<file path="config.mk">
export PLATFORM = sky130hd
export DESIGN_NAME = led_pattern_command_sequencer_unit
export DESIGN_NICKNAME = d
export VERILOG_FILES = /design/src/hw/rtl/lpcs_pkg.sv /design/src/hw/rtl/lpcs_front.sv /design/src/hw/rtl/lpcs_cmdq.sv /design/src/hw/rtl/lpcs_back.sv /design/src/hw/rtl/led_pattern_command_sequencer_unit.sv
export SDC_FILE = /design/constraint.sdc
export NUM_CORES = 1
export LEC_CHECK = 0
export BUFFER_PORTS_ARGS = -buffer_cell sky130_fd_sc_hd__buf_2
export CORE_MARGIN = 2
export CORE_UTILIZATION = 50
export CTS_CLUSTER_SIZE = 16
export DETAILED_ROUTE_END_ITERATION = 8
export PLACE_DENSITY = 0.67
export SLEW_MARGIN = 20
export SYNTH_ARGS = -nofsm -noshare
export SYNTH_HDL_FRONTEND = slang
export SYNTH_SLANG_ARGS = --single-unit
</file>
<file path="constraint.sdc">
create_clock -name clk -period 8.7 [get_ports clk]
set_input_delay 0.87 -clock clk [delete_from_list [all_inputs] [get_ports clk]]
set_output_delay 0.87 -clock clk [all_outputs]
set_load 0.05 [all_outputs]
</file>
<file path="src/hw/rtl/lpcs_pkg.sv">
// Shared types and constants for the LED pattern command sequencer.
// No dependencies; used by every module of the block.
package lpcs_pkg;

  localparam logic [2:0] KIND_SET_PIXEL = 3'd0;
  localparam logic [2:0] KIND_FILL      = 3'd1;
  localparam logic [2:0] KIND_SHOW      = 3'd2;
  localparam logic [2:0] KIND_DELAY     = 3'd3;
  localparam logic [2:0] KIND_FADE      = 3'd4;

  localparam logic [2:0] ACT_SET_PIXEL  = 3'd0;
  localparam logic [2:0] ACT_FILL       = 3'd1;
  localparam logic [2:0] ACT_SHOW       = 3'd2;
  localparam logic [2:0] ACT_DELAY      = 3'd3;
  localparam logic [2:0] ACT_FADE_FRAME = 3'd4;

  localparam int FADE_FRAMES = 50;
  localparam int STEP_W      = 6;
  localparam int CMDQ_DEPTH  = 4;

  typedef struct packed {
    logic [2:0]  kind;
    logic        first_step;
    logic [15:0] arg_a;
    logic [7:0]  arg_b;
    logic [7:0]  arg_c;
    logic [15:0] arg_param;
    logic [3:0]  wait_ms;
  } cmd_t;

  typedef struct packed {
    logic [2:0]  action;
    logic [15:0] pixel_index;
    logic [7:0]  red;
    logic [7:0]  green;
    logic [7:0]  blue;
    logic [15:0] delay_ms;
    logic        last;
  } res_t;

  typedef struct packed {
    logic              fading;
    logic [STEP_W-1:0] step;
  } bk_stat_t;

endpackage

</file>
<file path="src/hw/rtl/lpcs_front.sv">
// Front end: takes input items, drops those with no effect, works out the
// fade frame wait. Depends on lpcs_pkg.
module lpcs_front (
  input  logic               in_push_ok,
  input  logic [2:0]         in_kind,
  input  logic               in_first_step,
  input  logic [15:0]        in_arg_a,
  input  logic [7:0]         in_arg_b,
  input  logic [7:0]         in_arg_c,
  input  logic [15:0]        in_arg_param,
  output logic               q_wr,
  output lpcs_pkg::cmd_t     q_wdata
);

  logic [5:0] nib_sum;
  logic [9:0] q5_prod;
  logic [3:0] q5;
  logic [2:0] r5;
  logic       keep;

  // 16 == 1 mod 5, so the nibble sum keeps the residue
  assign nib_sum = 6'(in_arg_a[3:0]) + 6'(in_arg_a[7:4])
                 + 6'(in_arg_a[11:8]) + 6'(in_arg_a[15:12]);
  assign q5_prod = 10'(nib_sum) * 10'd13;
  assign q5      = q5_prod[9:6];
  assign r5      = 3'(nib_sum - 6'(q5) * 6'd5);

  assign keep = (in_kind <= lpcs_pkg::KIND_FADE) || in_first_step;
  assign q_wr = in_push_ok && keep;

  always_comb begin
    q_wdata.kind       = in_kind;
    q_wdata.first_step = in_first_step;
    q_wdata.arg_a      = in_arg_a;
    q_wdata.arg_b      = in_arg_b;
    q_wdata.arg_c      = in_arg_c;
    q_wdata.arg_param  = in_arg_param;
    q_wdata.wait_ms    = {r5 + 3'd1, 1'b0};
  end

endmodule

</file>
<file path="src/hw/rtl/lpcs_cmdq.sv">
// Command queue between front end and back end.
// Depends on lpcs_pkg for the item type.
module lpcs_cmdq #(
  parameter int DEPTH = lpcs_pkg::CMDQ_DEPTH
) (
  input  logic           clk,
  input  logic           rst_n,
  input  logic           wr_en,
  input  lpcs_pkg::cmd_t wr_data,
  output logic           full,
  input  logic           rd_en,
  output lpcs_pkg::cmd_t rd_data,
  output logic           empty
);

  localparam int PTR_W = (DEPTH > 1) ? $clog2(DEPTH) : 1;
  localparam int CNT_W = $clog2(DEPTH + 1);

  lpcs_pkg::cmd_t   ent_r [DEPTH];
  logic [PTR_W-1:0] wr_ptr_r, wr_ptr_nxt;
  logic [PTR_W-1:0] rd_ptr_r, rd_ptr_nxt;
  logic [CNT_W-1:0] cnt_r, cnt_nxt;
  logic             do_wr, do_rd;

  assign full    = (cnt_r == CNT_W'(DEPTH));
  assign empty   = (cnt_r == '0);
  assign do_wr   = wr_en && !full;
  assign do_rd   = rd_en && !empty;
  assign rd_data = ent_r[rd_ptr_r];

  always_comb begin
    wr_ptr_nxt = wr_ptr_r;
    rd_ptr_nxt = rd_ptr_r;
    cnt_nxt    = cnt_r;
    if (do_wr) begin
      wr_ptr_nxt = (wr_ptr_r == PTR_W'(DEPTH - 1)) ? '0 : wr_ptr_r + 1'b1;
    end
    if (do_rd) begin
      rd_ptr_nxt = (rd_ptr_r == PTR_W'(DEPTH - 1)) ? '0 : rd_ptr_r + 1'b1;
    end
    if (do_wr && !do_rd) begin
      cnt_nxt = cnt_r + 1'b1;
    end else if (do_rd && !do_wr) begin
      cnt_nxt = cnt_r - 1'b1;
    end
  end

  always_ff @(posedge clk) begin
    if (!rst_n) begin
      wr_ptr_r <= '0;
      rd_ptr_r <= '0;
      cnt_r    <= '0;
    end else begin
      wr_ptr_r <= wr_ptr_nxt;
      rd_ptr_r <= rd_ptr_nxt;
      cnt_r    <= cnt_nxt;
    end
  end

  always_ff @(posedge clk) begin
    if (do_wr) begin
      ent_r[wr_ptr_r] <= wr_data;
    end
  end

endmodule

</file>
<file path="src/hw/rtl/lpcs_back.sv">
// Back end: runs queued commands, holds the current color, steps fades one
// frame per cycle while pop keeps up into res_r. Depends on lpcs_pkg.
module lpcs_back (
  input  logic               clk,
  input  logic               rst_n,
  input  logic               q_empty,
  input  lpcs_pkg::cmd_t     q_data,
  output logic               q_pop,
  input  logic               pop,
  output logic               empty,
  output lpcs_pkg::res_t     res,
  output lpcs_pkg::bk_stat_t stat
);

  typedef enum logic [1:0] {
    ST_IDLE = 2'b01,
    ST_FADE = 2'b10
  } state_t;

  localparam int SW = lpcs_pkg::STEP_W;

  state_t             state_r, state_nxt;
  logic [SW-1:0]      step_r, step_nxt;
  logic [2:0][7:0]    cur_r, cur_nxt;
  logic [2:0][7:0]    tgt_r, tgt_nxt;
  logic [2:0][2:0]    dq_r, dq_nxt;
  logic [2:0][5:0]    dr_r, dr_nxt;
  logic [2:0][7:0]    qa_r, qa_nxt;
  logic [2:0][5:0]    rem_r, rem_nxt;
  logic [2:0]         neg_r, neg_nxt;
  logic [3:0]         wait_r, wait_nxt;
  logic               vld_r, vld_nxt;
  lpcs_pkg::res_t     res_r, res_nxt;

  logic [2:0][7:0]    cur_eff, tgt_in, mag, frame_col, qv;
  logic [2:0][8:0]    delta;
  logic [2:0][13:0]   dq_prod;
  logic [2:0][2:0]    dq_in;
  logic [2:0][5:0]    dr_in, rem_new;
  logic [2:0][6:0]    rem_sum;
  logic [2:0]         wrap;
  logic               can_emit, last_frame;

  assign can_emit   = !vld_r || pop;
  assign last_frame = (step_r == SW'(lpcs_pkg::FADE_FRAMES - 1));

  // fade setup: |delta| = 50*dq + dr, then frame s adds dq and dr with carry
  always_comb begin
    tgt_in = {q_data.arg_param[7:0], q_data.arg_c, q_data.arg_b};
    for (int i = 0; i < 3; i++) begin
      cur_eff[i]   = q_data.first_step ? 8'd0 : cur_r[i];
      delta[i]     = {1'b0, tgt_in[i]} - {1'b0, cur_eff[i]};
      mag[i]       = delta[i][8] ? 8'(-delta[i]) : delta[i][7:0];
      dq_prod[i]   = 14'(mag[i]) * 14'd41;
      dq_in[i]     = dq_prod[i][13:11];
      dr_in[i]     = 6'(mag[i] - 8'(dq_in[i]) * 8'd50);
      rem_sum[i]   = 7'(rem_r[i]) + 7'(dr_r[i]);
      wrap[i]      = (rem_sum[i] >= 7'(lpcs_pkg::FADE_FRAMES));
      rem_new[i]   = wrap[i] ? 6'(rem_sum[i] - 7'(lpcs_pkg::FADE_FRAMES))
                             : rem_sum[i][5:0];
      qv[i]        = qa_r[i] + 8'(dq_r[i]) + 8'(wrap[i]);
      frame_col[i] = neg_r[i] ? cur_r[i] - qv[i] : cur_r[i] + qv[i];
    end
  end

  always_comb begin
    state_nxt = state_r;
    step_nxt  = step_r;
    cur_nxt   = cur_r;
    tgt_nxt   = tgt_r;
    dq_nxt    = dq_r;
    dr_nxt    = dr_r;
    qa_nxt    = qa_r;
    rem_nxt   = rem_r;
    neg_nxt   = neg_r;
    wait_nxt  = wait_r;
    vld_nxt   = vld_r && !pop;
    res_nxt   = res_r;
    q_pop     = 1'b0;
    unique case (state_r)
      ST_IDLE: begin
        if (!q_empty) begin
          priority if (q_data.kind == lpcs_pkg::KIND_FADE) begin
            q_pop     = 1'b1;
            cur_nxt   = cur_eff;
            tgt_nxt   = tgt_in;
            dq_nxt    = dq_in;
            dr_nxt    = dr_in;
            qa_nxt    = '0;
            rem_nxt   = '0;
            for (int i = 0; i < 3; i++) begin
              neg_nxt[i] = delta[i][8];
            end
            wait_nxt  = q_data.wait_ms;
            step_nxt  = '0;
            state_nxt = ST_FADE;
          end else if (q_data.kind < lpcs_pkg::KIND_FADE) begin
            if (can_emit) begin
              q_pop   = 1'b1;
              vld_nxt = 1'b1;
              cur_nxt = cur_eff;
              res_nxt = '0;
              res_nxt.last = 1'b1;
              unique case (q_data.kind)
                lpcs_pkg::KIND_SET_PIXEL: begin
                  res_nxt.action      = lpcs_pkg::ACT_SET_PIXEL;
                  res_nxt.pixel_index = q_data.arg_a;
                  res_nxt.red         = q_data.arg_b;
                  res_nxt.green       = q_data.arg_c;
                  res_nxt.blue        = q_data.arg_param[7:0];
                end
                lpcs_pkg::KIND_FILL: begin
                  cur_nxt        = {q_data.arg_c, q_data.arg_b, q_data.arg_a[7:0]};
                  res_nxt.action = lpcs_pkg::ACT_FILL;
                  res_nxt.red    = q_data.arg_a[7:0];
                  res_nxt.green  = q_data.arg_b;
                  res_nxt.blue   = q_data.arg_c;
                end
                lpcs_pkg::KIND_SHOW: begin
                  res_nxt.action = lpcs_pkg::ACT_SHOW;
                end
                lpcs_pkg::KIND_DELAY: begin
                  res_nxt.action   = lpcs_pkg::ACT_DELAY;
                  res_nxt.delay_ms = q_data.arg_param;
                end
                default: begin
                  res_nxt.action = lpcs_pkg::ACT_SHOW;
                end
              endcase
            end
          end else begin
            // unknown kind: only the color clear takes effect
            q_pop   = 1'b1;
            cur_nxt = cur_eff;
          end
        end
      end
      ST_FADE: begin
        if (can_emit) begin
          vld_nxt             = 1'b1;
          res_nxt.action      = lpcs_pkg::ACT_FADE_FRAME;
          res_nxt.pixel_index = '0;
          res_nxt.red         = frame_col[0];
          res_nxt.green       = frame_col[1];
          res_nxt.blue        = frame_col[2];
          res_nxt.delay_ms    = 16'(wait_r);
          res_nxt.last        = last_frame;
          qa_nxt              = qv;
          rem_nxt             = rem_new;
          step_nxt            = step_r + 1'b1;
          if (last_frame) begin
            cur_nxt   = tgt_r;
            step_nxt  = '0;
            state_nxt = ST_IDLE;
          end
        end
      end
      default: begin
        state_nxt = ST_IDLE;
      end
    endcase
  end

  always_ff @(posedge clk) begin
    if (!rst_n) begin
      state_r <= ST_IDLE;
      step_r  <= '0;
      cur_r   <= '0;
      vld_r   <= 1'b0;
    end else begin
      state_r <= state_nxt;
      step_r  <= step_nxt;
      cur_r   <= cur_nxt;
      vld_r   <= vld_nxt;
    end
  end

  always_ff @(posedge clk) begin
    tgt_r  <= tgt_nxt;
    dq_r   <= dq_nxt;
    dr_r   <= dr_nxt;
    qa_r   <= qa_nxt;
    rem_r  <= rem_nxt;
    neg_r  <= neg_nxt;
    wait_r <= wait_nxt;
    res_r  <= res_nxt;
  end

  assign empty       = !vld_r;
  assign res         = res_r;
  assign stat.fading = (state_r == ST_FADE);
  assign stat.step   = step_r;

endmodule

</file>
<file path="src/hw/rtl/led_pattern_command_sequencer_unit.sv">
// LED pattern command sequencer, top level: front end, command queue, back end.
// Depends on lpcs_pkg, lpcs_front, lpcs_cmdq, lpcs_back.
//
// Set pixel, fill, show and delay commands each give one result; a fade gives
// fifty frame results, one per cycle while pop keeps up, after a setup in the
// idle state, and holds the back-end sequencer in the fade state for them.
// Commands are held in a CMDQ_DEPTH-entry queue, so push keeps being taken
// during a fade until that queue fills. A result reaches the out_ ports via
// the command queue and the back end's result register, the first frame of a
// fade also via the fade setup registers; the single result register sets the
// rate of one result per cycle while pop keeps up.
module led_pattern_command_sequencer_unit #(
  parameter int CMDQ_DEPTH = lpcs_pkg::CMDQ_DEPTH
) (
  input  logic        clk,
  input  logic        rst_n,
  input  logic        push,
  output logic        full,
  input  logic [2:0]  in_kind,
  input  logic        in_first_step,
  input  logic [15:0] in_arg_a,
  input  logic [7:0]  in_arg_b,
  input  logic [7:0]  in_arg_c,
  input  logic [15:0] in_arg_param,
  output logic        empty,
  input  logic        pop,
  output logic [2:0]  out_action,
  output logic [15:0] out_pixel_index,
  output logic [7:0]  out_red,
  output logic [7:0]  out_green,
  output logic [7:0]  out_blue,
  output logic [15:0] out_delay_ms,
  output logic        out_last
);

  lpcs_pkg::cmd_t     q_wdata, q_rdata;
  lpcs_pkg::res_t     res;
  lpcs_pkg::bk_stat_t stat;
  logic               q_wr, q_full, q_pop, q_empty;

  assign full = q_full;

  lpcs_front u_front (
    .in_push_ok    (push && !q_full),
    .in_kind       (in_kind),
    .in_first_step (in_first_step),
    .in_arg_a      (in_arg_a),
    .in_arg_b      (in_arg_b),
    .in_arg_c      (in_arg_c),
    .in_arg_param  (in_arg_param),
    .q_wr          (q_wr),
    .q_wdata       (q_wdata)
  );

  lpcs_cmdq #(
    .DEPTH (CMDQ_DEPTH)
  ) u_cmdq (
    .clk     (clk),
    .rst_n   (rst_n),
    .wr_en   (q_wr),
    .wr_data (q_wdata),
    .full    (q_full),
    .rd_en   (q_pop),
    .rd_data (q_rdata),
    .empty   (q_empty)
  );

  lpcs_back u_back (
    .clk     (clk),
    .rst_n   (rst_n),
    .q_empty (q_empty),
    .q_data  (q_rdata),
    .q_pop   (q_pop),
    .pop     (pop),
    .empty   (empty),
    .res     (res),
    .stat    (stat)
  );

  assign out_action      = res.action;
  assign out_pixel_index = res.pixel_index;
  assign out_red         = res.red;
  assign out_green       = res.green;
  assign out_blue        = res.blue;
  assign out_delay_ms    = res.delay_ms;
  assign out_last        = res.last;

  a_step_range: assert property (@(posedge clk) disable iff (!rst_n)
    stat.fading |-> (stat.step < 6'(lpcs_pkg::FADE_FRAMES)))
    else $error("fade step out of range");

  a_fade_starts_clean: assert property (@(posedge clk) disable iff (!rst_n)
    $rose(stat.fading) |-> (stat.step == '0))
    else $error("fade started with nonzero step");

  a_single_last: assert property (@(posedge clk) disable iff (!rst_n)
    (!empty && (out_action != lpcs_pkg::ACT_FADE_FRAME)) |-> out_last)
    else $error("single-result action without last");

  a_pop_needs_cmd: assert property (@(posedge clk) disable iff (!rst_n)
    q_pop |-> !q_empty)
    else $error("command popped from empty queue");

endmodule

</file>
==> metrics.txt <==
run status finished clean; CP peak stage delay around 710 ps; Achievable Freq around 130 MHz; htree depth 2; die width around 220 um; Synth Flop Type edfxtp_1; Post-synth top cells edfxtp_1, ha_1, nand2_1, inv_1, nor2_1; cts hold-fix bufs 0; Congestion Overflow GR 0; Final Hold Fails 0; # DRC 0; Post-Synthesis Cells about 1800; setup TNS 0 ps; vias per cell around 5.6; CP Class reg2reg; IO Count around 120; CTS sink count between 400 and 500; DP Wirelength ~35000 um; Area growth syn-to-layout 11.9%; Yosys reg bits between 400 and 500; Final Skew between 20 and 25 ps; drt first pass iters 5; CTS tree yes; Mapped Area between 20000 and 25000 sq um; max_slew headroom a little under a third; Slowest-stage cell, CP mux4_2; IO Port Bufs ~120; RSZ-0062 raised after global routing no; area of the die 48300 sq um; post-CTS setup buffers 0; DR iter-0 viols ~850; first-pass GRT wire length just under 80000 um; Synth top area share between 40 and 50%; Final Max Tran Viols 0; EDFF count, synth between 300 and 400; total global-route track usage a little over a fifth; Filler cells roughly 3800; Placer Congestion about 0.83; later-pin clock latency in the skew report 580 ps; largest net degree at the start of global routing 66; Syn Nets around 2100; clock root cell clkbuf_16; CP startpoint kind register; vias in the first global route 14140; Max-cap violations 0; WL final between 40000 and 50000 um; largest area contributor in the netlist edfxtp_1; Clock Tree Buf Depth 3; minimum clock period around 7600 ps; share of cells above drive strength 1 between 10% and 20%; min-delay worst type in2reg; Crit path required time between 9000 and 10000 ps; Worst path most repeated cell ha_1; library cells used by synthesis between 70 and 80; Slew @ Worst Pin ~1000 ps; Tcrit/Tclk final approximately 90%; Setup violations, final 0; Seq/Total Area, Yosys 52.5%; ys async rst share 0%; Post-DRT Antenna Nets 0; most common cell in the netlist edfxtp_1; Layout Nets roughly 2200; Post-Syn Area per Cell between 10 and 15 sq um; crit-path max FO 20; Data arrival, critical path ~7900 ps; chip height around 220 um; clk slew on worst S/H paths roughly 60 ps; post-cts resize count 0; Syn. warnings 0; DR WL/cell 19.4 um; Rows 79; DR vias roughly 14000; initial antenna violation count 9; Num CTS Buffers 44; Initial Util 50.3%; top cells by area, synth edfxtp_1, ha_1, mux4_2; Worst Setup End Kind register; CORE AREA around 46000 sq um
-- critical path: cells and delay by family (launching register included) --
| family | cells | cell delay [ps] |
|---|---|---|
| fa+ha+maj | 8 | 2360 |
| mux | 2 | 1020 |
| compound gates | 6 | 1200 |
| xor+xnor | 6 | 1260 |
| simple gates | 5 | 880 |
| buf+inv | 1 | 50 |
| flops | 1 | 590 |
-- final cells by class --
type | count | area (sq um) | area share (%)
antenna | 3 | 7.51 | 0.0288
clock buffer | 56 | 1180 | 4.52
clock inverter | 23 | 263 | 1.01
inverter | 123 | 462 | 1.77
multi-input combinational | 1195 | 10400 | 40.0
sequential | 421 | 12200 | 47.0
tap | 607 | 759 | 2.92
timing repair buffer | 136 | 728 | 2.80
-- worst paths after layout --
kind,slack (ps),startpoint,cells past startpoint,endpoint
max,1080,register,28,u_back.dr_r[17]
min,510,in_arg_param[9],1,u_cmdq.ent_r[0][12]
max reg2reg,1080,register,28,u_back.dr_r[17]
min reg2reg,510,u_cmdq.cnt_r[2],2,u_cmdq.cnt_r[2]
-- logic make-up (layout without fill, tap and decap cells) --
group	Yosys count	in the layout	share of synthesized area, %
AO/OA/AOI/OAI	279	279	8.01
XOR/XNOR	171	171	7.02
buffers and inverters	177	338	2.94
flip-flops	421	421	52.5
adder cells (fa/ha/maj)	233	233	13.4
other	0	3	0
AND/OR/NAND/NOR	401	401	8.36
multiplexers	111	111	7.75
-- metal layers --
layer | up-vias | global-route usage, % | wire (um) | part of all wire (%)
li1 | 6824 | - | - | -
met1 | 7008 | 30.1 | 23200 | 47
met2 | 330 | 33.3 | 22600 | 45
met3 | 74 | 3.84 | 2760 | 5.6
met4 | 12 | 5.23 | 1040 | 2.1
met5 | - | 0 | 75 | 0.15
-- registers in the layout, summed over array words and instances (netlist names), 3 cells and up, named ones only --
| name | cells |
|---|---|
| u_back.qa_r | 24 |
| u_cmdq.ent_r | 220 |
| u_back.tgt_r | 24 |
| u_back.rem_r | 18 |
| u_back.res | 60 |
| u_back.neg_r | 3 |
| u_back.dr_r | 18 |
| u_back.wait_r | 3 |
| u_cmdq.cnt_r | 3 |
| u_back.dq_r | 9 |
| u_back.cur_r | 24 |
| u_back.step_r | 6 |
-- placed cells by master, fill, tap and decap left out, types with 40 or more instances in the layout --
| cell type | n |
|---|---|
| o21ai_0 | 59 |
| xnor2_1 | 90 |
| nor2_1 | 92 |
| mux2i_1 | 53 |
| ha_1 | 202 |
| xor2_1 | 69 |
| clkbuf_16 | 44 |
| mux4_2 | 55 |
| a21oi_1 | 72 |
| a21o_1 | 44 |
| inv_1 | 121 |
| dfxtp_1 | 40 |
| edfxtp_1 | 379 |
| nor2b_1 | 50 |
| buf_2 | 117 |
| nand2_1 | 126 |
-- through the flow --
stage | instance area (sq um) | setup WS, ps | std cells | util (%) | hold slack (ps)
floorplan | 23300 | 869 | 1793 | - | 459
global placement | 24600 | 1240 | 2482 | 53.2 | 489
detailed placement | 24600 | 1060 | 2482 | 53.2 | 503
CTS | 26000 | 1030 | 2561 | 56.3 | 482
global route | 26000 | 528 | 2562 | 56.3 | 489
finish | 26000 | 1080 | 2564 | 56.3 | 507
Power is not shown: default switching activity piles up to over one toggle a cycle in this logic, so the estimate is an artifact.
